--- src/hw/rtl/mhpq_pkg.sv ---
// ----------------------------------------------------------------------------
// mhpq_pkg
// Shared types, codes and defaults of the binary max-heap priority queue.
// ----------------------------------------------------------------------------
package mhpq_pkg;

   // default heap depth
   localparam int CAPACITY_DEF = 64;

   // fixed field widths
   localparam int VALUE_W  = 32;
   localparam int STATUS_W = 2;
   localparam int HELD_W   = 7;

   // opcode of an input word
   localparam logic OP_INSERT = 1'b0;
   localparam logic OP_REMOVE = 1'b1;

   // result status codes
   localparam logic [STATUS_W-1:0] ST_OK    = 2'd0;
   localparam logic [STATUS_W-1:0] ST_FULL  = 2'd1;
   localparam logic [STATUS_W-1:0] ST_EMPTY = 2'd2;

   // controller to datapath command codes
   localparam int CMD_W = 4;
   localparam logic [CMD_W-1:0] CMD_NONE    = 4'd0;
   localparam logic [CMD_W-1:0] CMD_INS     = 4'd1;
   localparam logic [CMD_W-1:0] CMD_FULL    = 4'd2;
   localparam logic [CMD_W-1:0] CMD_EMPTY   = 4'd3;
   localparam logic [CMD_W-1:0] CMD_RM      = 4'd4;
   localparam logic [CMD_W-1:0] CMD_RM_LOAD = 4'd5;
   localparam logic [CMD_W-1:0] CMD_RD_UP   = 4'd6;
   localparam logic [CMD_W-1:0] CMD_UP_MOVE = 4'd7;
   localparam logic [CMD_W-1:0] CMD_PUT     = 4'd8;
   localparam logic [CMD_W-1:0] CMD_RD_DN   = 4'd9;
   localparam logic [CMD_W-1:0] CMD_DN_MOVE = 4'd10;
   localparam logic [CMD_W-1:0] CMD_OUT     = 4'd11;

   typedef struct packed {
      logic [CMD_W-1:0] code;
   } cmd_type;

   typedef struct packed {
      logic full;       // heap holds CAPACITY entries
      logic empty;      // heap holds no entry
      logic count_one;  // heap holds exactly one entry
      logic pos_zero;   // hole sits at the root
      logic no_left;    // hole has no left child in the heap
      logic up_gt;      // held value beats its parent
      logic dn_move;    // a child beats the held value
   } sts_type;

endpackage

--- src/hw/rtl/mhpq_ctrl.sv ---
// ----------------------------------------------------------------------------
// mhpq_ctrl
// Sequencer of the heap: takes a word, steps the sift up or sift down a level
// per read and compare state pair and hands the result to the output register.
// ----------------------------------------------------------------------------
module mhpq_ctrl (
   input  logic             clock,
   input  logic             reset,
   input  logic             req_tvalid,
   output logic             req_tready,
   input  logic             req_opcode,
   output logic             rsp_tvalid,
   input  logic             rsp_tready,
   input  mhpq_pkg::sts_type sts,
   output mhpq_pkg::cmd_type cmd
);

   localparam logic [2:0] S_IDLE   = 3'd0;
   localparam logic [2:0] S_UP_RD  = 3'd1;
   localparam logic [2:0] S_UP_CMP = 3'd2;
   localparam logic [2:0] S_RM_LD  = 3'd3;
   localparam logic [2:0] S_DN_RD  = 3'd4;
   localparam logic [2:0] S_DN_CMP = 3'd5;
   localparam logic [2:0] S_RESP   = 3'd6;

   logic [2:0] state_ff, state_in;
   logic       valid_ff, valid_in;
   logic       accept;

   assign req_tready = (state_ff == S_IDLE);
   assign accept     = req_tvalid && req_tready;
   assign rsp_tvalid = valid_ff;

   // next state and command
   always_comb begin
      state_in   = state_ff;
      cmd.code   = mhpq_pkg::CMD_NONE;
      valid_in   = valid_ff && !rsp_tready;
      case (state_ff)
         S_IDLE: begin
            if (accept) begin
               if (req_opcode == mhpq_pkg::OP_INSERT) begin
                  if (sts.full) begin
                     cmd.code = mhpq_pkg::CMD_FULL;
                     state_in = S_RESP;
                  end else begin
                     cmd.code = mhpq_pkg::CMD_INS;
                     state_in = S_UP_RD;
                  end
               end else begin
                  if (sts.empty) begin
                     cmd.code = mhpq_pkg::CMD_EMPTY;
                     state_in = S_RESP;
                  end else begin
                     cmd.code = mhpq_pkg::CMD_RM;
                     state_in = S_RM_LD;
                  end
               end
            end
         end
         S_UP_RD: begin
            if (sts.pos_zero) begin
               cmd.code = mhpq_pkg::CMD_PUT;
               state_in = S_RESP;
            end else begin
               cmd.code = mhpq_pkg::CMD_RD_UP;
               state_in = S_UP_CMP;
            end
         end
         S_UP_CMP: begin
            if (sts.up_gt) begin
               cmd.code = mhpq_pkg::CMD_UP_MOVE;
               state_in = S_UP_RD;
            end else begin
               cmd.code = mhpq_pkg::CMD_PUT;
               state_in = S_RESP;
            end
         end
         S_RM_LD: begin
            cmd.code = mhpq_pkg::CMD_RM_LOAD;
            state_in = sts.count_one ? S_RESP : S_DN_RD;
         end
         S_DN_RD: begin
            if (sts.no_left) begin
               cmd.code = mhpq_pkg::CMD_PUT;
               state_in = S_RESP;
            end else begin
               cmd.code = mhpq_pkg::CMD_RD_DN;
               state_in = S_DN_CMP;
            end
         end
         S_DN_CMP: begin
            if (sts.dn_move) begin
               cmd.code = mhpq_pkg::CMD_DN_MOVE;
               state_in = S_DN_RD;
            end else begin
               cmd.code = mhpq_pkg::CMD_PUT;
               state_in = S_RESP;
            end
         end
         S_RESP: begin
            // load the output register once it is free
            if (!valid_ff || rsp_tready) begin
               cmd.code = mhpq_pkg::CMD_OUT;
               valid_in = 1'b1;
               state_in = S_IDLE;
            end
         end
         default: begin
            state_in = S_IDLE;
         end
      endcase
   end

   always_ff @(posedge clock) begin
      if (reset) begin
         state_ff <= S_IDLE;
         valid_ff <= 1'b0;
      end else begin
         state_ff <= state_in;
         valid_ff <= valid_in;
      end
   end

endmodule

--- src/hw/rtl/mhpq_dp.sv ---
// ----------------------------------------------------------------------------
// mhpq_dp
// Heap datapath: entry memory, hole position, held value, entry count and
// the output register. The moving value stays in a register and the hole
// walks through the memory instead of swapping slots.
// ----------------------------------------------------------------------------
module mhpq_dp #(
   parameter int CAPACITY = mhpq_pkg::CAPACITY_DEF
) (
   input  logic                                 clock,
   input  logic                                 reset,
   input  mhpq_pkg::cmd_type                    cmd,
   input  logic        [mhpq_pkg::VALUE_W-1:0]  req_value,
   output mhpq_pkg::sts_type                    sts,
   output logic        [mhpq_pkg::STATUS_W-1:0] rsp_status,
   output logic signed [mhpq_pkg::VALUE_W-1:0]  rsp_removed,
   output logic        [mhpq_pkg::HELD_W-1:0]   rsp_held
);

   localparam int AW = (CAPACITY > 1) ? $clog2(CAPACITY) : 1;
   localparam int CW = $clog2(CAPACITY + 1);
   localparam int XW = AW + 2;              // child index plus headroom
   localparam int EW = CW + mhpq_pkg::HELD_W;

   // entry memory
   logic signed [mhpq_pkg::VALUE_W-1:0] heap_ff [CAPACITY];
   logic signed [mhpq_pkg::VALUE_W-1:0] rd_a_ff, rd_b_ff;
   logic        [AW-1:0]                addr_a, addr_b, wr_addr;
   logic signed [mhpq_pkg::VALUE_W-1:0] wr_data;
   logic                                wr_en;

   // working registers
   logic [AW-1:0]                        pos_ff, pos_in;
   logic [CW-1:0]                        count_ff, count_in;
   logic signed [mhpq_pkg::VALUE_W-1:0]  hold_ff, hold_in;
   logic signed [mhpq_pkg::VALUE_W-1:0]  removed_ff, removed_in;
   logic [mhpq_pkg::STATUS_W-1:0]        status_ff, status_in;

   // output register
   logic [mhpq_pkg::STATUS_W-1:0]        out_status_ff;
   logic signed [mhpq_pkg::VALUE_W-1:0]  out_removed_ff;
   logic [mhpq_pkg::HELD_W-1:0]          out_held_ff;

   // index arithmetic
   logic [AW-1:0]  parent;
   logic [XW-1:0]  left_x, right_x, count_x;
   logic [AW-1:0]  last;
   logic           left_gt, right_gt;
   logic signed [mhpq_pkg::VALUE_W-1:0] cand;
   logic [EW-1:0]  count_ext;

   assign parent  = (pos_ff - AW'(1)) >> 1;
   assign left_x  = {(XW-1)'(pos_ff), 1'b1};
   assign right_x = left_x + XW'(1);
   assign count_x = XW'(count_ff);
   assign last    = AW'(count_ff - CW'(1));
   assign count_ext = EW'(count_ff);

   // sift down compare: left wins ties, children must beat strictly
   assign left_gt  = rd_a_ff > hold_ff;
   assign cand     = left_gt ? rd_a_ff : hold_ff;
   assign right_gt = (right_x < count_x) && (rd_b_ff > cand);

   // status to the controller
   assign sts.full      = (count_ff == CW'(CAPACITY));
   assign sts.empty     = (count_ff == '0);
   assign sts.count_one = (count_ff == CW'(1));
   assign sts.pos_zero  = (pos_ff == '0);
   assign sts.no_left   = !(left_x < count_x);
   assign sts.up_gt     = hold_ff > rd_a_ff;
   assign sts.dn_move   = left_gt || right_gt;

   // command decode
   always_comb begin
      addr_a     = '0;
      addr_b     = '0;
      wr_addr    = pos_ff;
      wr_data    = hold_ff;
      wr_en      = 1'b0;
      pos_in     = pos_ff;
      count_in   = count_ff;
      hold_in    = hold_ff;
      removed_in = removed_ff;
      status_in  = status_ff;
      case (cmd.code)
         mhpq_pkg::CMD_INS: begin
            hold_in    = $signed(req_value);
            pos_in     = AW'(count_ff);
            count_in   = count_ff + CW'(1);
            status_in  = mhpq_pkg::ST_OK;
            removed_in = '0;
         end
         mhpq_pkg::CMD_FULL: begin
            status_in  = mhpq_pkg::ST_FULL;
            removed_in = '0;
         end
         mhpq_pkg::CMD_EMPTY: begin
            status_in  = mhpq_pkg::ST_EMPTY;
            removed_in = '0;
         end
         mhpq_pkg::CMD_RM: begin
            addr_a    = '0;
            addr_b    = last;
            status_in = mhpq_pkg::ST_OK;
         end
         mhpq_pkg::CMD_RM_LOAD: begin
            removed_in = rd_a_ff;
            hold_in    = rd_b_ff;
            count_in   = count_ff - CW'(1);
            pos_in     = '0;
         end
         mhpq_pkg::CMD_RD_UP: begin
            addr_a = parent;
         end
         mhpq_pkg::CMD_UP_MOVE: begin
            wr_en   = 1'b1;
            wr_data = rd_a_ff;
            pos_in  = parent;
         end
         mhpq_pkg::CMD_PUT: begin
            wr_en = 1'b1;
         end
         mhpq_pkg::CMD_RD_DN: begin
            addr_a = left_x[AW-1:0];
            addr_b = right_x[AW-1:0];
         end
         mhpq_pkg::CMD_DN_MOVE: begin
            wr_en   = 1'b1;
            wr_data = right_gt ? rd_b_ff : rd_a_ff;
            pos_in  = right_gt ? right_x[AW-1:0] : left_x[AW-1:0];
         end
         default: begin
         end
      endcase
   end

   // memory: one write port, two registered read ports
   always_ff @(posedge clock) begin
      if (wr_en) begin
         heap_ff[wr_addr] <= wr_data;
      end
      rd_a_ff <= heap_ff[addr_a];
      rd_b_ff <= heap_ff[addr_b];
   end

   // working and output registers
   always_ff @(posedge clock) begin
      if (reset) begin
         count_ff <= '0;
      end else begin
         count_ff <= count_in;
      end
      pos_ff     <= pos_in;
      hold_ff    <= hold_in;
      removed_ff <= removed_in;
      status_ff  <= status_in;
      if (cmd.code == mhpq_pkg::CMD_OUT) begin
         out_status_ff  <= status_ff;
         out_removed_ff <= removed_ff;
         out_held_ff    <= count_ext[mhpq_pkg::HELD_W-1:0];
      end
   end

   assign rsp_status  = out_status_ff;
   assign rsp_removed = out_removed_ff;
   assign rsp_held    = out_held_ff;

endmodule

--- src/hw/rtl/max_heap_priority_queue.sv ---
// Sequence: an insert climbs one level per parent read and compare/move step until it
// reaches the root or no longer beats the parent; a remove reads root and last entry,
// loads them, then sinks one level per children read and compare/move step until no
// child beats it or the hole has no left child; the last entry and refused words go
// straight to the result. One word at a time, next word taken in the cycle after the load.
// Reset: synchronous, active high; entry count to zero, memory is not cleared.
// ----------------------------------------------------------------------------
// max_heap_priority_queue
// Binary max-heap priority queue: insert a signed value or remove the maximum.
// ----------------------------------------------------------------------------
module max_heap_priority_queue #(
   parameter int CAPACITY = mhpq_pkg::CAPACITY_DEF
) (
   input  logic        clock,
   input  logic        reset,
   input  logic        req_tvalid,
   output logic        req_tready,
   input  logic [31:0] req_tdata,   // [31:0] value
   input  logic        req_tuser,   // [0] opcode
   output logic        rsp_tvalid,
   input  logic        rsp_tready,
   output logic [39:0] rsp_tdata,   // [31:0] removed_value, [38:32] entries_held
   output logic [1:0]  rsp_tuser    // [1:0] status
);

   mhpq_pkg::cmd_type cmd;
   mhpq_pkg::sts_type sts;

   logic signed [mhpq_pkg::VALUE_W-1:0] removed;
   logic        [mhpq_pkg::HELD_W-1:0]  held;

   mhpq_ctrl u_ctrl (
      .clock      (clock),
      .reset      (reset),
      .req_tvalid (req_tvalid),
      .req_tready (req_tready),
      .req_opcode (req_tuser),
      .rsp_tvalid (rsp_tvalid),
      .rsp_tready (rsp_tready),
      .sts        (sts),
      .cmd        (cmd)
   );

   mhpq_dp #(
      .CAPACITY (CAPACITY)
   ) u_dp (
      .clock       (clock),
      .reset       (reset),
      .cmd         (cmd),
      .req_value   (req_tdata),
      .sts         (sts),
      .rsp_status  (rsp_tuser),
      .rsp_removed (removed),
      .rsp_held    (held)
   );

   assign rsp_tdata = {1'b0, held, removed};

`ifndef ASSERT_OFF
   // one word in flight: no new word the cycle after one is taken
   a_one_busy: assert property (@(posedge clock) disable iff (reset)
      req_tvalid && req_tready |=> !req_tready)
      else $error("word taken while busy");

   // an empty answer reports no value and an empty heap
   a_empty_rsp: assert property (@(posedge clock) disable iff (reset)
      rsp_tvalid && (rsp_tuser == mhpq_pkg::ST_EMPTY) |->
         (removed == '0) && (held == '0))
      else $error("empty answer carries data");

   // a refused insert reports no value
   a_full_rsp: assert property (@(posedge clock) disable iff (reset)
      rsp_tvalid && (rsp_tuser == mhpq_pkg::ST_FULL) |-> (removed == '0))
      else $error("full answer carries data");

   // the output register only loads when free or being drained
   a_no_overwrite: assert property (@(posedge clock) disable iff (reset)
      (cmd.code == mhpq_pkg::CMD_OUT) |-> (!rsp_tvalid || rsp_tready))
      else $error("result overwritten");
`endif

endmodule

--- config.mk ---
export PLATFORM = sky130hd
export DESIGN_NAME = max_heap_priority_queue
export DESIGN_NICKNAME = d
export VERILOG_FILES = /design/src/hw/rtl/mhpq_pkg.sv /design/src/hw/rtl/mhpq_ctrl.sv /design/src/hw/rtl/mhpq_dp.sv /design/src/hw/rtl/max_heap_priority_queue.sv
export SDC_FILE = /design/constraint.sdc
export NUM_CORES = 2
export LEC_CHECK = 0
export CAP_MARGIN = 30
export CORE_UTILIZATION = 25
export DETAILED_ROUTE_END_ITERATION = 12
export DONT_BUFFER_PORTS = 1
export SKIP_CTS_REPAIR_TIMING = 1
export SYNTH_ARGS = -nofsm -noshare
export SYNTH_HDL_FRONTEND = slang
export SYNTH_SLANG_ARGS = --single-unit
--- constraint.sdc ---
create_clock -name clock -period 20.4 [get_ports clock]
set_clock_uncertainty 0.15 [all_clocks]
set_input_delay 0 -clock clock [delete_from_list [all_inputs] [get_ports clock]]
set_output_delay 0 -clock clock [all_outputs]
set_load 0.05 [all_outputs]
; ---- Word-level counts from Yosys, hierarchy flattened
; Memories as Yosys holds them, arrays and structs flattened. A register that Yosys moved wholly into a read port is not among the register bits.
; Index checks and enable logic that the tools add are counted.
[totals]
wordCells = 96
mem_bits_rw = 2048
register_bits = 124
memories = 1
[mem_list]
columns = name, words, word_bits, read_ports, rd_clocked_by_memory_dff, write_ports, line_no
row1 = u_dp.heap_ff, 64, 32, 2, 2, 1, mhpq_dp.sv:26  ; logic signed [mhpq_pkg::VALUE_W-1:0] heap_ff [CAPACITY];
[op_classes]
magnitude_cmp = 5
eq_ne = 21
reduce_logical = 18
add_sub_neg = 4
muxes = 37
[op_table]
columns = op, count
row1 = $pmux W32 S2, 3
row2 = $gt A32 B32 Y1, 3
row3 = $mux W32, 2
row4 = $pmux W4 S7, 1
row5 = $mux W3, 8
row6 = $pmux W6 S2, 2
row7 = $pmux W6 S4, 1
row8 = $pmux W3 S7, 1
row9 = $mux W4, 5
row10 = $eq A4 B3 Y1 const B, 4
row11 = $eq A4 B4 Y1 const B, 4
row12 = $pmux W7 S2, 1
row13 = $mux W2, 5
row14 = $eq A3 B3 Y1 const B, 3
row15 = $add A7 B1 Y8 const B, 1
row16 = $eq A4 B2 Y1 const B, 2
row17 = $lt A8 B7 Y1, 1
row18 = $add A7 B1 Y7 const B, 1
row19 = $eq A7 B1 Y1 const B, 1
row20 = $eq A7 B7 Y1 const B, 1
row21 = $logic_not A7 Y1, 1
row22 = $lt A7 B7 Y1, 1
row23 = $sub A7 B1 Y7 const B, 1
row24 = $eq A3 B2 Y1 const B, 2
row25 = 19 further kinds, 30

; ---- Depth between registers and ports, before layout
[depth]
word_depth = 12
mapped_depth = 22

; ---- By module
; A second synthesis with hierarchy kept.
[unflattened]
hier_cells = 8341
area_unflattened_um2 = 108306.4
[modules_own_cells]
columns = module, n_inst, cells_each, seq_area_each_um2, area_per_inst_um2
row1 = mhpq_dp, 1, 8279, 66313.6, 107843.4
row2 = mhpq_ctrl, 1, 60, 80.1, 451.7
row3 = max_heap_priority_queue, 1, 2, 0.0, 11.3

; ---- Worst setup path before layout
; Ideal clock, no wire load.
[synth_path]
kind = register -> register
start = reg u_dp.hold_ff[5] in the netlist's numbering
end = mem u_dp.heap_ff[34][0] in the netlist's numbering (enable)
path_stages_with_launch = 22
n_path_buf = 2
slack_ps = 12802
t_arrival_ps = 6987
required_ps = 19789
path_cell_list = edfxtp_1 -> inv_1 -> ha_1 -> a21oi_1 -> o21ai_0 -> a211o_1 -> or4_1 -> a22oi_1 -> nor2_1 -> clkbuf_1 -> mux2i_1 -> ha_1 -> a21o_1 -> a221o_1 -> a221oi_1 -> o21ai_0 -> a21oi_1 -> mux2i_1 -> o2111ai_1 -> nand2_1 -> clkbuf_1 -> nor3_1
[synth_via]
elab_chain_cells = 12
[synth_lines]
columns = item, line_no
row1 = start: declaration, mhpq_dp.sv:35  ; logic signed [mhpq_pkg::VALUE_W-1:0] hold_ff, hold_in;
row2 = start signal: assignment, mhpq_dp.sv:154  ; hold_ff <= hold_in;
row3 = $gt A32 B32 Y1, mhpq_dp.sv:60  ; assign left_gt = rd_a_ff > hold_ff;
row4 = $mux W32, mhpq_dp.sv:61  ; assign cand = left_gt ? rd_a_ff : hold_ff;
row5 = $gt A32 B32 Y1, mhpq_dp.sv:62  ; assign right_gt = (right_x < count_x) && (rd_b_ff > cand);
row6 = $logic_and A1 B1 Y1, mhpq_dp.sv:62
row7 = $logic_or A1 B1 Y1, mhpq_dp.sv:71  ; assign sts.dn_move = left_gt || right_gt;
row8 = $mux W2, mhpq_ctrl.sv:93  ; if (sts.dn_move) begin
row9 = $pmux W4 S7 *, mhpq_ctrl.sv:39  ; case (state_ff)
row10 = $eq A4 B4 Y1 or $eq A4 B3 Y1 (tied branches), mhpq_dp.sv:85  ; case (cmd.code)
row11 = $reduce_or A3 Y1 (no source line) *, -
row12 = $mux W1 *, mhpq_dp.sv:85
row13 = $mux W1 *, mhpq_dp.sv:139  ; if (wr_en) begin
row14 = $mux W1 (implied by the code) *, mhpq_dp.sv:140  ; heap_ff[wr_addr] <= wr_data;
row15 = end: declaration, mhpq_dp.sv:26
; Mark *: on every way between the ends. The rest lies on a longest branch, timed or not.

; ---- Worst setup path after layout
[layout_path]
start = reg u_dp.pos_ff[0]
end = reg u_dp.rd_a_ff[15] in the netlist's numbering, read port of u_dp.heap_ff
[layout_via]
elab_chain_cells = 8
[layout_lines]
columns = item, line_no
row1 = start: declaration, mhpq_dp.sv:33  ; logic [AW-1:0] pos_ff, pos_in;
row2 = start signal: assignment, mhpq_dp.sv:153  ; pos_ff <= pos_in;
row3 = $add A7 B1 Y8, mhpq_dp.sv:54  ; assign right_x = left_x + XW'(1);
row4 = $lt A8 B7 Y1, mhpq_dp.sv:62
row5 = $logic_and A1 B1 Y1, mhpq_dp.sv:62
row6 = $logic_or A1 B1 Y1, mhpq_dp.sv:71
row7 = $mux W2, mhpq_ctrl.sv:93
row8 = $pmux W4 S7, mhpq_ctrl.sv:39
row9 = $eq A4 B4 Y1 or $eq A4 B3 Y1 (tied branches), mhpq_dp.sv:85
row10 = $pmux W6 S2 *, mhpq_dp.sv:85
row11 = end: declaration, mhpq_dp.sv:27  ; logic signed [mhpq_pkg::VALUE_W-1:0] rd_a_ff, rd_b_ff;
; Marks and branches as above.
; A chain may end at the register's enable or synchronous reset.

==> results.toml <==
[sta]
slew_violations = 0
tightest_slew_ps = 1170
min_period_over_period_pct = 40.3
period_minus_slack_ps = 8210
fin_tns_setup_ps = 0
whs_ps = 19.9
timing.fmax_mhz = 122
slew_headroom_pct = 21.5
rsz0062_at_grt = "false"
setup_viol = 0
hold_viol = 0

[yosys]
syn_nets = 10179
synth_edf_count = 2161
synthCells = 10061
yosys_warnings = 0
yosys_most_used_dff = "edfxtp_1"
synth-seq-area-share_pct = 61.5
synth_cell_types = 87
synthArstFlopShare_pct = 0
syn_avg_cell_area_um2 = 10.7
ys_ff_latch = 2236
synth_area_mm2 = 0.108

[setup_path]
critPathKind = "reg -> reg"
crit_top_cell = "buf_4"
worst-path-max-fanout = 133
slowest_stage = "buf_4"
cp.required_ps = 21070
worst-r2r-setup-slack_ps = 12190
r2r.worst_path.cells = 17
critPathCaptureType = "register"
crit_family = "buffers and inverters"
cp.arrival_ps = 8880
setup.worst_path.start_class = "register"
crit_end = "u_dp.rd_a_ff[15]"
critPathMaxStageDelay_ps = 750
regToRegEndpoint = "u_dp.rd_a_ff[15]"
cp.buffers_inverters = 7
crit_chain = "inv_1, ha_1, or3b_1, o211ai_1, buf_4, o211a_4, buf_12, buf_4, buf_4, buf_4, nand2_1, and3_1, a311oi_1, a31oi_1, a32o_1, nor4_1, buf_4"
timing.rr.start = "u_dp.pos_ff[0]"
startpoint = "u_dp.pos_ff[0]"
cp.depth = 17

[cells_and_area]
nets = 9956
area_growth_pct = 14.2
final_cell_mix = "nand2_1, edfxtp_1, nand3_1"
fin_area_mm2 = 0.123
drive_gt1_share_pct = 8.20
final_common_cell = "nand2_1"

[clocking]
cts_buffer_depth = 3
path_clk_slew_ps = 60
cts_made_buffers = 232
clock-root-buffer = "clkbuf_16"
h-tree-depth = 4
clkLatencyLatePin_ps = 900
tritoncts = "done"
cts.sinks = 2236

[power_and_ir_drop]
worst_ir_drop_vdd_mv = 0.136
total_power_w = 0.0190
internal-power_w = 0.0106
p_sw_w = 0.00845
p_per_area_mw_per_mm2 = 154
switching_share_pct = 44.4
seqPwrFrac_pct = 32.8
p_comb_share_pct = 44.8
power_leakage_nw = 41.6
clkPwrFrac_pct = 22.4

[placement]
port_buffers = 0
placed_cell_area_mm2 = 0.115
dp_hpwl_um = 232000
place.gp.congestion = 0.895

[global_route]
grt-busiest-layer = "met2"
use_met3_pct = 5.92
first_global_vias = 80400
grt_pass1_wl_um = 569000
gr-usage-met2_pct = 25.7
use_met1_pct = 24.1
antenna_found_initial = 29
grt.total_usage_pct = 17.5
grt_max_degree = 163
overflow = 0

[drt]
drt_wl_total_um = 399000
drt-pass1-iter-count = 7
via_per_inst = 5.55
vias = 87312
wl_per_cell_um = 25.4
postRouteAntennaNets = 0
drtIter0Drc = 14417
drcViolationCount = 0

[floorplan]
rows = 240
die_h_um = 659
die_x_um = 659
coreArea_mm2 = 0.429
start_util_pct = 25.2
io_pins = 81
die-area_mm2 = 0.434

[flow_run]
maxCapViolCount = 0

[status]
status = "finished clean"

[min_path]
hp-start = "rsp_tready"
hp-class = "in -> reg"
## worst register-to-register path: stages, from the launching register on
cell and delay [ps]:
edfxtp_1 690, inv_1 440, ha_1 290, or3b_1 460, o211ai_1 210, buf_4 260
o211a_4 680, buf_12 500, buf_4 990, buf_4 740, buf_4 750, nand2_1 130
and3_1 180, a311oi_1 290, a31oi_1 90, a32o_1 430, nor4_1 600, buf_4 270
## power by group through the flow
| stage | sequential, W | clock (W) | combinational [W] |
|---|---|---|---|
| floorplan | 0.00624 | 0 | 0.00457 |
| global placement | 0.00631 | 0 | 0.00800 |
| detailed placement | 0.00632 | 0 | 0.00809 |
| CTS | 0.00623 | 0.00428 | 0.00811 |
| global route | 0.00625 | 0.00445 | 0.00886 |
| finish | 0.00624 | 0.00426 | 0.00850 |
## area by class of cell
type                    count  area, µm²
diodes                     13       32.5
clock buffers             300       6320
clock inverters           132       1170
fillers                 43545     305000
inverters                  82        308
multi-input cells        6890      38400
flip-flops and latches   2236      66400
well taps                5687       7120
repair buffers            396       3490
## routing by layer
| layer | wire length [µm] | part of all wire, % | up-vias |
|---|---|---|---|
| met5 | 149 | 0.037 | - |
| met4 | 12500 | 3.1 | 22 |
| met3 | 57300 | 14 | 845 |
| met2 | 170000 | 43 | 6049 |
| met1 | 159000 | 40 | 43144 |
| li1 | - | - | 37252 |
## Yosys cell counts, drive strengths merged, types with 6 or more instances
| master | n | area [µm²] |
|---|---|---|
| nand2b | 6 | 37.5 |
| a32oi | 6 | 52.6 |
| nor3 | 40 | 205 |
| a222oi | 34 | 340 |
| o22ai | 63 | 400 |
| or3 | 12 | 75.1 |
| dfxtp | 75 | 1500 |
| a21o | 12 | 90.1 |
| xnor2 | 11 | 96.3 |
| a31o | 11 | 96.4 |
| mux2 | 7 | 78.8 |
| a311oi | 75 | 657 |
| a21oi | 322 | 1620 |
| nand3 | 1345 | 6730 |
| or2 | 7 | 43.8 |
| a22oi | 6 | 45.0 |
| o311ai | 11 | 121 |
| nand4 | 58 | 363 |
| nor4 | 70 | 438 |
| clkbuf | 508 | 1910 |
| inv | 81 | 304 |
| a32o | 50 | 500 |
| a21boi | 9 | 78.8 |
| a221o | 36 | 360 |
| a31oi | 207 | 1290 |
| a211o | 70 | 613 |
| ha | 81 | 1010 |
| a211oi | 232 | 1740 |
| edfxtp | 2161 | 64900 |
| a221oi | 337 | 2950 |
| a2111oi | 28 | 251 |
| and3 | 137 | 857 |
| nor2 | 243 | 912 |
| o21ai | 77 | 393 |
| o211ai | 36 | 275 |
| nor2b | 10 | 62.6 |
| nand2 | 2804 | 10500 |
| mux2i | 304 | 3040 |
| o2111ai | 7 | 61.3 |
| o221ai | 26 | 228 |
| buf | 345 | 1740 |
| a22o | 36 | 315 |
## metrics by stage
step / setup slack (ps) / std cells / utilization (%)
detailed placement: 12170 / 15203 / 26.8
global placement: 11750 / 15177 / 26.7
global route: 12000 / 15723 / 28.7
floorplan: 12800 / 10061 / -
finish: 12190 / 15736 / 28.7
CTS: 12090 / 15635 / 28.5
## registers in the layout, summed over array words and instances, names as in the netlist
register,count
u_dp.status_ff,2
u_dp.rsp_status,2
u_dp.count_ff,7
u_dp.rsp_removed,32
u_dp.heap_ff,2048
u_dp.rd_b_ff,32
u_dp.hold_ff,32
u_ctrl.state_ff,3
u_dp.rsp_held,7
u_ctrl.rsp_tvalid,1
u_dp.rd_a_ff,32
u_dp.pos_ff,6
u_dp.removed_ff,32
## logic make-up (layout without fill, tap and decap cells)
family	count (synthesis)	after routing	share of synthesized area, %
buffers and inverters	935	910	3.67
xor gates and xnor gates	16	16	0.130
and+or+nand+nor	4761	4761	19.0
other	1	14	0.00348
adders and majority gates	81	81	0.939
DFF	2236	2236	61.5
AOI/OAI and AO/OA	1718	1718	11.8
muxes	313	313	2.94
## how the worst min path moves through the flow
stage,to,slack (ps),cells after the start
finish,u_ctrl.state_ff[1],20,4
floorplan,u_ctrl.state_ff[1],-70,1
detailed placement,u_dp.count_ff[3],-70,1
global route,u_ctrl.state_ff[1],60,4
global placement,u_ctrl.rsp_tvalid,-70,1
CTS,u_dp.count_ff[5],-1000,1
No activity file was read; power rests on OpenSTA's default activity.
